<file path="src/sv/gack_pkg.sv">
`timescale 1ns / 1ps

package gack_pkg;

   localparam int GENE_COUNT = 20;
   localparam int GENE_IDX_W = (GENE_COUNT > 1) ? $clog2(GENE_COUNT) : 1;

   localparam int VEC_W      = 20;
   localparam int CUT_W      = 5;
   localparam int ENTRY_W    = 5;
   localparam int FACTOR_W   = 8;
   localparam int ITEM_WT_W  = 8;
   localparam int ITEM_VAL_W = 24;
   localparam int LIMIT_W    = 13;
   localparam int FIT_W      = 30;
   localparam int WT_W       = 13;
   localparam int STAMP_W    = 16;
   localparam int ACT_W      = 2;

   localparam logic [LIMIT_W-1:0] WEIGHT_LIMIT_RESET = LIMIT_W'(60);
   localparam logic [FIT_W-2:0]   FIT_MAX     = '1;
   localparam logic [FIT_W-1:0]   FIT_NEG_ONE = '1;
   localparam logic [WT_W-1:0]    WT_MAX      = '1;

   localparam logic [ACT_W-1:0] ACT_LOAD    = 2'd0;
   localparam logic [ACT_W-1:0] ACT_ONE_PT  = 2'd1;
   localparam logic [ACT_W-1:0] ACT_TWO_PT  = 2'd2;
   localparam logic [ACT_W-1:0] ACT_UNIFORM = 2'd3;

   typedef struct packed {
      logic                  valid;
      logic [ENTRY_W-1:0]    index;
      logic [ITEM_WT_W-1:0]  weight;
      logic [FACTOR_W-1:0]   factor_one;
      logic [FACTOR_W-1:0]   factor_two;
      logic [FACTOR_W-1:0]   factor_three;
   } gack_load_type;

   typedef struct packed {
      logic [ITEM_WT_W-1:0]  weight;
      logic [ITEM_VAL_W-1:0] value;
   } gack_item_type;

   typedef struct packed {
      logic start;
      logic step;
   } gack_walk_type;

endpackage

</file>
<file path="src/sv/gack_table.sv">
`timescale 1ns / 1ps

module gack_table import gack_pkg::*; (
   input  logic                  clock,
   input  logic                  reset,
   input  gack_load_type         load,
   input  logic [GENE_IDX_W-1:0] rd_index,
   output gack_item_type         item
);

   logic                  pend_ff, pend_in;
   logic [ENTRY_W-1:0]    idx_ff, idx_in;
   logic [ITEM_WT_W-1:0]  wt_ff, wt_in;
   logic [15:0]           prod_ff, prod_in;
   logic [FACTOR_W-1:0]   f3_ff, f3_in;

   logic [ITEM_WT_W-1:0]  weight_tab_ff [GENE_COUNT];
   logic [ITEM_WT_W-1:0]  weight_tab_in [GENE_COUNT];
   logic [ITEM_VAL_W-1:0] value_tab_ff  [GENE_COUNT];
   logic [ITEM_VAL_W-1:0] value_tab_in  [GENE_COUNT];

   logic                  wr_en;
   logic [GENE_IDX_W-1:0] wr_idx;
   logic [ITEM_VAL_W-1:0] wr_value;

   // first stage: two factors multiplied, second stage: third factor and write
   always_comb begin
      pend_in = load.valid;
      idx_in  = load.index;
      wt_in   = load.weight;
      f3_in   = load.factor_three;
      prod_in = 16'(load.factor_one) * 16'(load.factor_two);
   end

   always_comb begin
      wr_en    = pend_ff && (32'(idx_ff) < GENE_COUNT);
      wr_idx   = GENE_IDX_W'(idx_ff);
      wr_value = ITEM_VAL_W'(prod_ff) * ITEM_VAL_W'(f3_ff);
      for (int i = 0; i < GENE_COUNT; i++) begin
         weight_tab_in[i] = weight_tab_ff[i];
         value_tab_in[i]  = value_tab_ff[i];
      end
      if (wr_en) begin
         weight_tab_in[wr_idx] = wt_ff;
         value_tab_in[wr_idx]  = wr_value;
      end
   end

   always_ff @(posedge clock) begin
      idx_ff  <= idx_in;
      wt_ff   <= wt_in;
      f3_ff   <= f3_in;
      prod_ff <= prod_in;
   end

   always_ff @(posedge clock) begin
      if (reset) begin
         pend_ff <= 1'b0;
         for (int i = 0; i < GENE_COUNT; i++) begin
            weight_tab_ff[i] <= '0;
            value_tab_ff[i]  <= '0;
         end
      end else begin
         pend_ff <= pend_in;
         for (int i = 0; i < GENE_COUNT; i++) begin
            weight_tab_ff[i] <= weight_tab_in[i];
            value_tab_ff[i]  <= value_tab_in[i];
         end
      end
   end

   assign item.weight = weight_tab_ff[rd_index];
   assign item.value  = value_tab_ff[rd_index];

endmodule

</file>
<file path="src/sv/gack_child_acc.sv">
`timescale 1ns / 1ps

module gack_child_acc import gack_pkg::*; (
   input  logic                     clock,
   input  logic                     reset,
   input  gack_walk_type            walk,
   input  logic [VEC_W-1:0]         genes,
   input  gack_item_type            item,
   input  logic [LIMIT_W-1:0]       weight_limit,
   output logic signed [FIT_W-1:0]  fitness,
   output logic [WT_W-1:0]          weight
);

   logic [VEC_W-1:0]   gene_ff, gene_in;
   logic [FIT_W-2:0]   val_acc_ff, val_acc_in;
   logic [WT_W:0]      wt_acc_ff, wt_acc_in;
   logic               over;
   logic [FIT_W-1:0]   val_sum;

   // once past the limit the running sums freeze
   assign over    = wt_acc_ff > {1'b0, weight_limit};
   assign val_sum = {1'b0, val_acc_ff} + FIT_W'(item.value);

   always_comb begin
      gene_in    = gene_ff;
      val_acc_in = val_acc_ff;
      wt_acc_in  = wt_acc_ff;
      if (walk.start) begin
         gene_in    = genes;
         val_acc_in = '0;
         wt_acc_in  = '0;
      end else if (walk.step) begin
         gene_in = gene_ff >> 1;
         if (!over && gene_ff[0]) begin
            val_acc_in = (val_sum > FIT_W'(FIT_MAX)) ? FIT_MAX : val_sum[FIT_W-2:0];
            wt_acc_in  = wt_acc_ff + (WT_W+1)'(item.weight);
         end
      end
   end

   always_ff @(posedge clock) begin
      gene_ff    <= gene_in;
      val_acc_ff <= val_acc_in;
      wt_acc_ff  <= wt_acc_in;
   end

   assign fitness = over ? signed'(FIT_NEG_ONE) : signed'({1'b0, val_acc_ff});
   assign weight  = (wt_acc_ff > (WT_W+1)'(WT_MAX)) ? WT_MAX : wt_acc_ff[WT_W-1:0];

   a_frozen_when_over: assert property (@(posedge clock) disable iff (reset)
      walk.step && !walk.start && over |=> $stable(wt_acc_ff) && $stable(val_acc_ff))
      else $error("child sums moved after the weight limit was passed");

endmodule

</file>
<file path="src/sv/ga_crossover_knapsack_eval_top.sv">
`timescale 1ns / 1ps

// channel | signals                      | payload
// req     | req_tvalid/tready/tdata/tuser| tuser: action; tdata: load and crossover fields
// rsp     | rsp_tvalid/tready/tdata      | two children, fitness, weight, generation
// csr     | csr_wr_en/csr_wr_data        | weight_limit
//
// a load request keeps the control idle; its write passes the product register into the tables
// a crossover request is walked in ST_WALK, then held in ST_DONE: one table entry per cycle is
// scored for both children, set by the single read port walk through the item tables
// req_tready is low while a crossover is being scored or its result waits for the output slot
// the output register holds a result under rsp stall while the next request is taken
// reset clears the item tables, the control state and sets weight_limit to 60
module ga_crossover_knapsack_eval_top import gack_pkg::*; (
   input  logic                 clock,
   input  logic                 reset,
   input  logic                 req_tvalid,
   output logic                 req_tready,
   // entry_index, entry_weight, value_factor_one, value_factor_two, value_factor_three,
   // parent_first, parent_second, cut_one, cut_two, swap_mask, generation_stamp, zero pad
   input  logic [127:0]         req_tdata,
   // action
   input  logic [ACT_W-1:0]     req_tuser,
   output logic                 rsp_tvalid,
   input  logic                 rsp_tready,
   // child_first, child_second, fitness_first, fitness_second, weight_first,
   // weight_second, child_generation, zero pad
   output logic [143:0]         rsp_tdata,
   input  logic                 csr_wr_en,
   input  logic [LIMIT_W-1:0]   csr_wr_data
);

   localparam logic [1:0] ST_IDLE = 2'd0;
   localparam logic [1:0] ST_WALK = 2'd1;
   localparam logic [1:0] ST_DONE = 2'd2;

   localparam logic [GENE_IDX_W-1:0] LAST_STEP = GENE_IDX_W'(GENE_COUNT - 1);

   logic [1:0]            state_ff, state_in;
   logic [GENE_IDX_W-1:0] step_ff, step_in;
   logic [LIMIT_W-1:0]    limit_ff, limit_in;
   logic                  rsp_valid_ff, rsp_valid_in;
   logic [143:0]          rsp_data_ff, rsp_data_in;
   logic [VEC_W-1:0]      child_a_ff, child_a_in;
   logic [VEC_W-1:0]      child_b_ff, child_b_in;
   logic [STAMP_W-1:0]    stamp_ff, stamp_in;

   logic                  req_fire;
   logic                  out_room;
   logic [ACT_W-1:0]      action;
   logic [ENTRY_W-1:0]    entry_index;
   logic [ITEM_WT_W-1:0]  entry_weight;
   logic [FACTOR_W-1:0]   factor_one, factor_two, factor_three;
   logic [VEC_W-1:0]      parent_a, parent_b, swap_mask;
   logic [CUT_W-1:0]      cut_one, cut_two, cut_lo, cut_hi;
   logic [STAMP_W-1:0]    gen_stamp;
   logic [VEC_W-1:0]      swap, pa_m, pb_m, cross_a, cross_b;
   logic                  keep;

   gack_load_type         load;
   gack_walk_type         walk;
   gack_item_type         item;
   logic signed [FIT_W-1:0] fit_a, fit_b;
   logic [WT_W-1:0]       wt_a, wt_b;

   assign action       = req_tuser;
   assign entry_index  = req_tdata[4:0];
   assign entry_weight = req_tdata[12:5];
   assign factor_one   = req_tdata[20:13];
   assign factor_two   = req_tdata[28:21];
   assign factor_three = req_tdata[36:29];
   assign parent_a     = req_tdata[56:37];
   assign parent_b     = req_tdata[76:57];
   assign cut_one      = req_tdata[81:77];
   assign cut_two      = req_tdata[86:82];
   assign swap_mask    = req_tdata[106:87];
   assign gen_stamp    = req_tdata[122:107];

   assign req_tready = (state_ff == ST_IDLE);
   assign req_fire   = req_tvalid && req_tready;
   assign out_room   = !rsp_valid_ff || rsp_tready;

   // swap mask per gene; genes past GENE_COUNT are dropped
   always_comb begin
      keep   = 1'b0;
      cut_lo = (cut_one <= cut_two) ? cut_one : cut_two;
      cut_hi = (cut_one <= cut_two) ? cut_two : cut_one;
      for (int b = 0; b < VEC_W; b++) begin
         keep    = (b < GENE_COUNT);
         pa_m[b] = keep && parent_a[b];
         pb_m[b] = keep && parent_b[b];
         case (action)
            ACT_ONE_PT:  swap[b] = keep && (b >= int'(cut_one));
            ACT_TWO_PT:  swap[b] = keep && (b >= int'(cut_lo)) && (b < int'(cut_hi));
            ACT_UNIFORM: swap[b] = keep && swap_mask[b];
            default:     swap[b] = 1'b0;
         endcase
      end
      cross_a = (pa_m & ~swap) | (pb_m & swap);
      cross_b = (pb_m & ~swap) | (pa_m & swap);
   end

   always_comb begin
      load.valid        = req_fire && (action == ACT_LOAD);
      load.index        = entry_index;
      load.weight       = entry_weight;
      load.factor_one   = factor_one;
      load.factor_two   = factor_two;
      load.factor_three = factor_three;
      walk.start        = req_fire && (action != ACT_LOAD);
      walk.step         = (state_ff == ST_WALK);
   end

   gack_table u_table (
      .clock    (clock),
      .reset    (reset),
      .load     (load),
      .rd_index (step_ff),
      .item     (item)
   );

   gack_child_acc u_acc_first (
      .clock        (clock),
      .reset        (reset),
      .walk         (walk),
      .genes        (cross_a),
      .item         (item),
      .weight_limit (limit_ff),
      .fitness      (fit_a),
      .weight       (wt_a)
   );

   gack_child_acc u_acc_second (
      .clock        (clock),
      .reset        (reset),
      .walk         (walk),
      .genes        (cross_b),
      .item         (item),
      .weight_limit (limit_ff),
      .fitness      (fit_b),
      .weight       (wt_b)
   );

   always_comb begin
      state_in     = state_ff;
      step_in      = step_ff;
      limit_in     = csr_wr_en ? csr_wr_data : limit_ff;
      rsp_valid_in = rsp_valid_ff && !rsp_tready;
      rsp_data_in  = rsp_data_ff;
      child_a_in   = child_a_ff;
      child_b_in   = child_b_ff;
      stamp_in     = stamp_ff;
      case (state_ff)
         ST_IDLE: begin
            if (walk.start) begin
               state_in   = ST_WALK;
               step_in    = '0;
               child_a_in = cross_a;
               child_b_in = cross_b;
               stamp_in   = gen_stamp;
            end
         end
         ST_WALK: begin
            if (step_ff == LAST_STEP) begin
               state_in = ST_DONE;
            end else begin
               step_in = step_ff + 1'b1;
            end
         end
         ST_DONE: begin
            if (out_room) begin
               state_in     = ST_IDLE;
               rsp_valid_in = 1'b1;
               rsp_data_in  = {2'b00, stamp_ff, wt_b, wt_a, fit_b, fit_a,
                               child_b_ff, child_a_ff};
            end
         end
         default: begin
            state_in = ST_IDLE;
         end
      endcase
   end

   always_ff @(posedge clock) begin
      rsp_data_ff <= rsp_data_in;
      child_a_ff  <= child_a_in;
      child_b_ff  <= child_b_in;
      stamp_ff    <= stamp_in;
      step_ff     <= step_in;
   end

   always_ff @(posedge clock) begin
      if (reset) begin
         state_ff     <= ST_IDLE;
         limit_ff     <= WEIGHT_LIMIT_RESET;
         rsp_valid_ff <= 1'b0;
      end else begin
         state_ff     <= state_in;
         limit_ff     <= limit_in;
         rsp_valid_ff <= rsp_valid_in;
      end
   end

   assign rsp_tvalid = rsp_valid_ff;
   assign rsp_tdata  = rsp_data_ff;

   a_start_walk: assert property (@(posedge clock) disable iff (reset)
      req_fire && (action != ACT_LOAD) |=> (state_ff == ST_WALK) && (step_ff == '0))
      else $error("crossover request did not start the gene walk");

   a_walk_end: assert property (@(posedge clock) disable iff (reset)
      (state_ff == ST_WALK) && (step_ff == LAST_STEP) |=> (state_ff == ST_DONE))
      else $error("gene walk did not finish after the last entry");

   a_done_out: assert property (@(posedge clock) disable iff (reset)
      (state_ff == ST_DONE) && out_room |=> rsp_valid_ff && (state_ff == ST_IDLE))
      else $error("finished result not moved to the output register");

   a_load_no_rsp: assert property (@(posedge clock) disable iff (reset)
      req_fire && (action == ACT_LOAD) && !rsp_valid_ff |=> !rsp_valid_ff)
      else $error("load request produced a response");

endmodule
</file>
<file path="config.mk">
export PLATFORM = sky130hd
export DESIGN_NAME = ga_crossover_knapsack_eval_top
export DESIGN_NICKNAME = d
export VERILOG_FILES = /design/src/sv/gack_pkg.sv /design/src/sv/gack_table.sv /design/src/sv/gack_child_acc.sv /design/src/sv/ga_crossover_knapsack_eval_top.sv
export SDC_FILE = /design/constraint.sdc
export NUM_CORES = 2
export LEC_CHECK = 0
export BUFFER_PORTS_ARGS = -buffer_cell sky130_fd_sc_hd__buf_2
export CORE_MARGIN = 1
export CORE_UTILIZATION = 30
export CTS_CLUSTER_DIAMETER = 80
export DETAILED_ROUTE_END_ITERATION = 12
export SLEW_MARGIN = 20
export SYNTH_ARGS = -nofsm -noshare
export SYNTH_HDL_FRONTEND = slang
export SYNTH_SLANG_ARGS = --single-unit
</file>
<file path="constraint.sdc">
create_clock -name clock -period 8.4 [get_ports clock]
set_input_delay 0.42 -clock clock [delete_from_list [all_inputs] [get_ports clock]]
set_output_delay 0.42 -clock clock [all_outputs]
set_load 0.01 [all_outputs]
</file>
==> results.sh <==
export IMPL_rsz0062_at_grt="false"
export IMPL_status="complete, no violations"
export IMPL_gp_congestion=0.8276
export IMPL_fin_area_um2=60220
export IMPL_drcViolationCount=0
export IMPL_setup_viol=0
export IMPL_syn_area_um2=51680
export IMPL_cts_clk_slew_worst_paths_ps=60
export IMPL_core_um2=170200
export IMPL_cp_end_kind="flip-flop"
export IMPL_via_count=39940
export IMPL_cap_violations=0
export IMPL_post_cts_buffers=0
export IMPL_p_leak_nw=22.61
export IMPL_crit_buf_inv=3
export IMPL_drtIter0Drc=3230
export IMPL_regArea_um2=23020
export IMPL_crit_type="flip-flop to flip-flop"
export IMPL_critical_path_slowest_cell="xnor2_1"
export IMPL_clkSinkCount=1028
export IMPL_finalWorstSetupSlack_ps=1962
export IMPL_via_per_inst=5.015
export IMPL_dr_pass1_iters=8
export IMPL_vdd_ir_drop_max_mv=1.369
export IMPL_avgRoutedWirePerCell_um=19.31
export IMPL_synth_edff_count=243
export IMPL_grt_pass1_vias=39770
export IMPL_cts_root_buf="clkbuf_16"
export IMPL_cp_max_fo=16
export IMPL_cts_buffer_depth=3
export IMPL_yosysWarnings=0
export IMPL_synth_top_cells_by_area="dfxtp_1 30%, edfxtp_1 14%, mux4_2 8.4%, nand2_1 7.9%, a21oi_1 6.0%"
export IMPL_synth_main_ff_cell="dfxtp_1"
export IMPL_cp_required_ps=9050
export IMPL_h_tree_depth=3
export IMPL_drive_above_1_share=0.1761
export IMPL_ys_ff_latch=1028
export IMPL_dpl_cell_area_um2=55260
export IMPL_num_fill_cells=17070
export IMPL_syn_inst=5400
export IMPL_worst_ep_arrival_time_ps=7080
export IMPL_cts_tree="yes"
export IMPL_fin_cells=7965
export IMPL_nets=6025
export IMPL_multiInputGateArea_um2=26490
export IMPL_grt_use_total=0.1732
export IMPL_crit_chain="nand2_1, fa_1, fa_1, inv_1, fa_1, inv_1, fa_1, inv_1, ha_1, o21ai_1, a21o_1, a311oi_2, o221ai_2, a21oi_2, a311oi_2, xnor2_1, nand2_2, o21ai_0"
export IMPL_overflow=0
export IMPL_synth_distinct_cells=92
export IMPL_yosysSeqAreaShare=0.4453
export IMPL_initial_core_util=0.3036
export IMPL_grt_max_degree=216
export IMPL_maxSlewHeadroom=0.1751
export IMPL_hpwl_um=99490
export IMPL_power_mw=22.15
export IMPL_critPathTopFamily="adder cells"
export IMPL_synthArstFlopShare=0
export IMPL_dpl_cell_count=7652
export IMPL_die_h_um=417.0
export IMPL_synth_area_leader_cell="dfxtp_1"
export IMPL_start_kind="flip-flop"
export IMPL_ioPinCount=294
export IMPL_post_route_min_period_ps=6438
export IMPL_cp_common_cell="fa_1"
export IMPL_fp_dieW_um=417.0
export IMPL_worstMarginPinSlew_ps=1237
export IMPL_numCtsBuffers=111
export IMPL_fin_crit_sh=0.7664
export IMPL_synth_top_area_frac=0.3041
export IMPL_die_area_um2=173900
export IMPL_grt_antenna_before_repair=3
export IMPL_grt_pass1_wl_um=236000
export IMPL_avgSynthCellArea_um2=9.570
export IMPL_finalMaxSlewViolations=0
export IMPL_numPortBuffers=286
export IMPL_final_hold_viol_count=0
export IMPL_p_per_area_nw_per_um2=367.9
export IMPL_worst_path_largest_cell_delay_ps=810
export IMPL_hp_class="input pin to flip-flop"
export IMPL_drtAntennaViolNets=0
export IMPL_finClkSkew_ps=81.43
export IMPL_clock_latency_ps=750
export IMPL_drt_total_wl_um=153800
export IMPL_area_growth_synth_to_final_pct=16.53
export IMPL_fin_setup_tns_ps=0
export IMPL_max_freq_mhz=155.3
export IMPL_row_count=151
export IMPL_post_place_ws_ps=2067
-- cells in the mapped netlist, drive strengths merged (52+ instances only) --
cell    number
fa         124
nor3        52
or2         66
and2       124
dfxtp      785
nand2     1092
mux4       192
inv        219
nor2       374
nand2b      54
edfxtp     243
a21oi      625
mux2       115
clkbuf     360
o21ai      157
a211oi      90
xnor2       61
ha         176
-- cells by family after synthesis --
family,share of synthesized area
flip-flops,0.4453
AO/OA/AOI/OAI,0.1269
adder cells (fa/ha/maj),0.09065
AND/OR/NAND/NOR,0.1592
buffers and inverters,0.04680
XOR/XNOR,0.01593
multiplexers,0.1151
other,0.00007257
-- worst reg2reg max path: cells and delay by family, from the launching register on --
| kind | cells | cell delay [ps] |
|---|---|---|
| simple gates | 2 | 640 |
| flops | 1 | 670 |
| fa+ha+maj | 5 | 2400 |
| xor+xnor | 1 | 810 |
| compound gates | 7 | 1740 |
| buf+inv | 3 | 150 |
-- path summary, 6_finish.rpt --
check             depth (start not counted)             start  slack, ps                      endpoint
setup reg to reg                         18  u_table.f3_ff[7]       1960  u_table.value_tab_ff[16][21]
setup / recovery                         18  u_table.f3_ff[7]       1960  u_table.value_tab_ff[16][21]
hold / removal                            2     req_tdata[13]         70            u_table.prod_ff[0]
hold reg to reg                           0    child_b_ff[16]        420                 rsp_tdata[36]
-- repair_timing --
action	CTS	global route
hold buffers	107	0
endpoints found under the hold margin	90	0
resized for setup	0	0
-- state kept, by name, summed over array words and instances (netlist names), 5 cells and up, named ones only --
signal,count
child_b_ff,20
stamp_ff,16
u_table.value_tab_ff,480
limit_ff,13
u_table.weight_tab_ff,160
u_table.idx_ff,5
u_table.wt_ff,8
u_table.f3_ff,8
child_a_ff,20
u_acc_first.val_acc_ff,29
u_acc_first.gene_ff,20
u_table.prod_ff,16
u_acc_second.wt_acc_ff,14
rsp_tdata,142
u_acc_first.wt_acc_ff,14
u_acc_second.val_acc_ff,29
step_ff,5
u_acc_second.gene_ff,20
-- routing by layer --
metal | routed length [µm] | track usage | up-vias
met5 | 13 | 0 | -
met4 | 4507 | 0.06076 | 2
met3 | 8635 | 0.02195 | 245
met2 | 75260 | 0.3008 | 1237
met1 | 65360 | 0.2198 | 19520
li1 | - | - | 18930
-- metrics by stage --
step	util	hold slack, ps
detailed placement	0.3246	404.5
finish	0.3537	65.98
CTS	0.3535	1.436
global placement	0.3246	400.3
floorplan	-	400.3
global route	0.3537	42.24
-- where the power goes --
part | internal, mW | total [mW] | switching, mW
clock | 3.00 | 5.10 | 2.11
sequential | 5.27 | 5.50 | 0.237
combinational | 3.36 | 11.5 | 8.19
-- cell usage in the layout (no fill, tap or decap), types with 43 or more instances in the layout --
| cell type | instances |
|---|---|
| nand2b_1 | 54 |
| inv_1 | 217 |
| dlygate4sd3_1 | 107 |
| nor2_1 | 364 |
| nor3_1 | 44 |
| mux4_2 | 192 |
| buf_4 | 71 |
| o21ai_0 | 141 |
| mux2_2 | 115 |
| buf_2 | 285 |
| or2_2 | 66 |
| fa_1 | 124 |
| ha_1 | 176 |
| clkbuf_16 | 113 |
| a211oi_1 | 89 |
| and2_1 | 122 |
| xnor2_1 | 49 |
| edfxtp_1 | 243 |
| a21oi_1 | 622 |
| nand2_1 | 1090 |
| a31oi_1 | 43 |
| dfxtp_1 | 780 |
-- final cells by class --
type                            instances  area share
Clock buffer                          167     0.05473
Timing Repair Buffer                  469     0.05224
Clock inverter                         37    0.009184
Tap cell                             2295     0.04769
Multi-Input combinational cell       3747      0.4400
Sequential cell                      1028      0.3823
Antenna cell                            2  0.00008311
Inverter                              220     0.01376
Note: power is estimated with default switching activity, not from simulation.
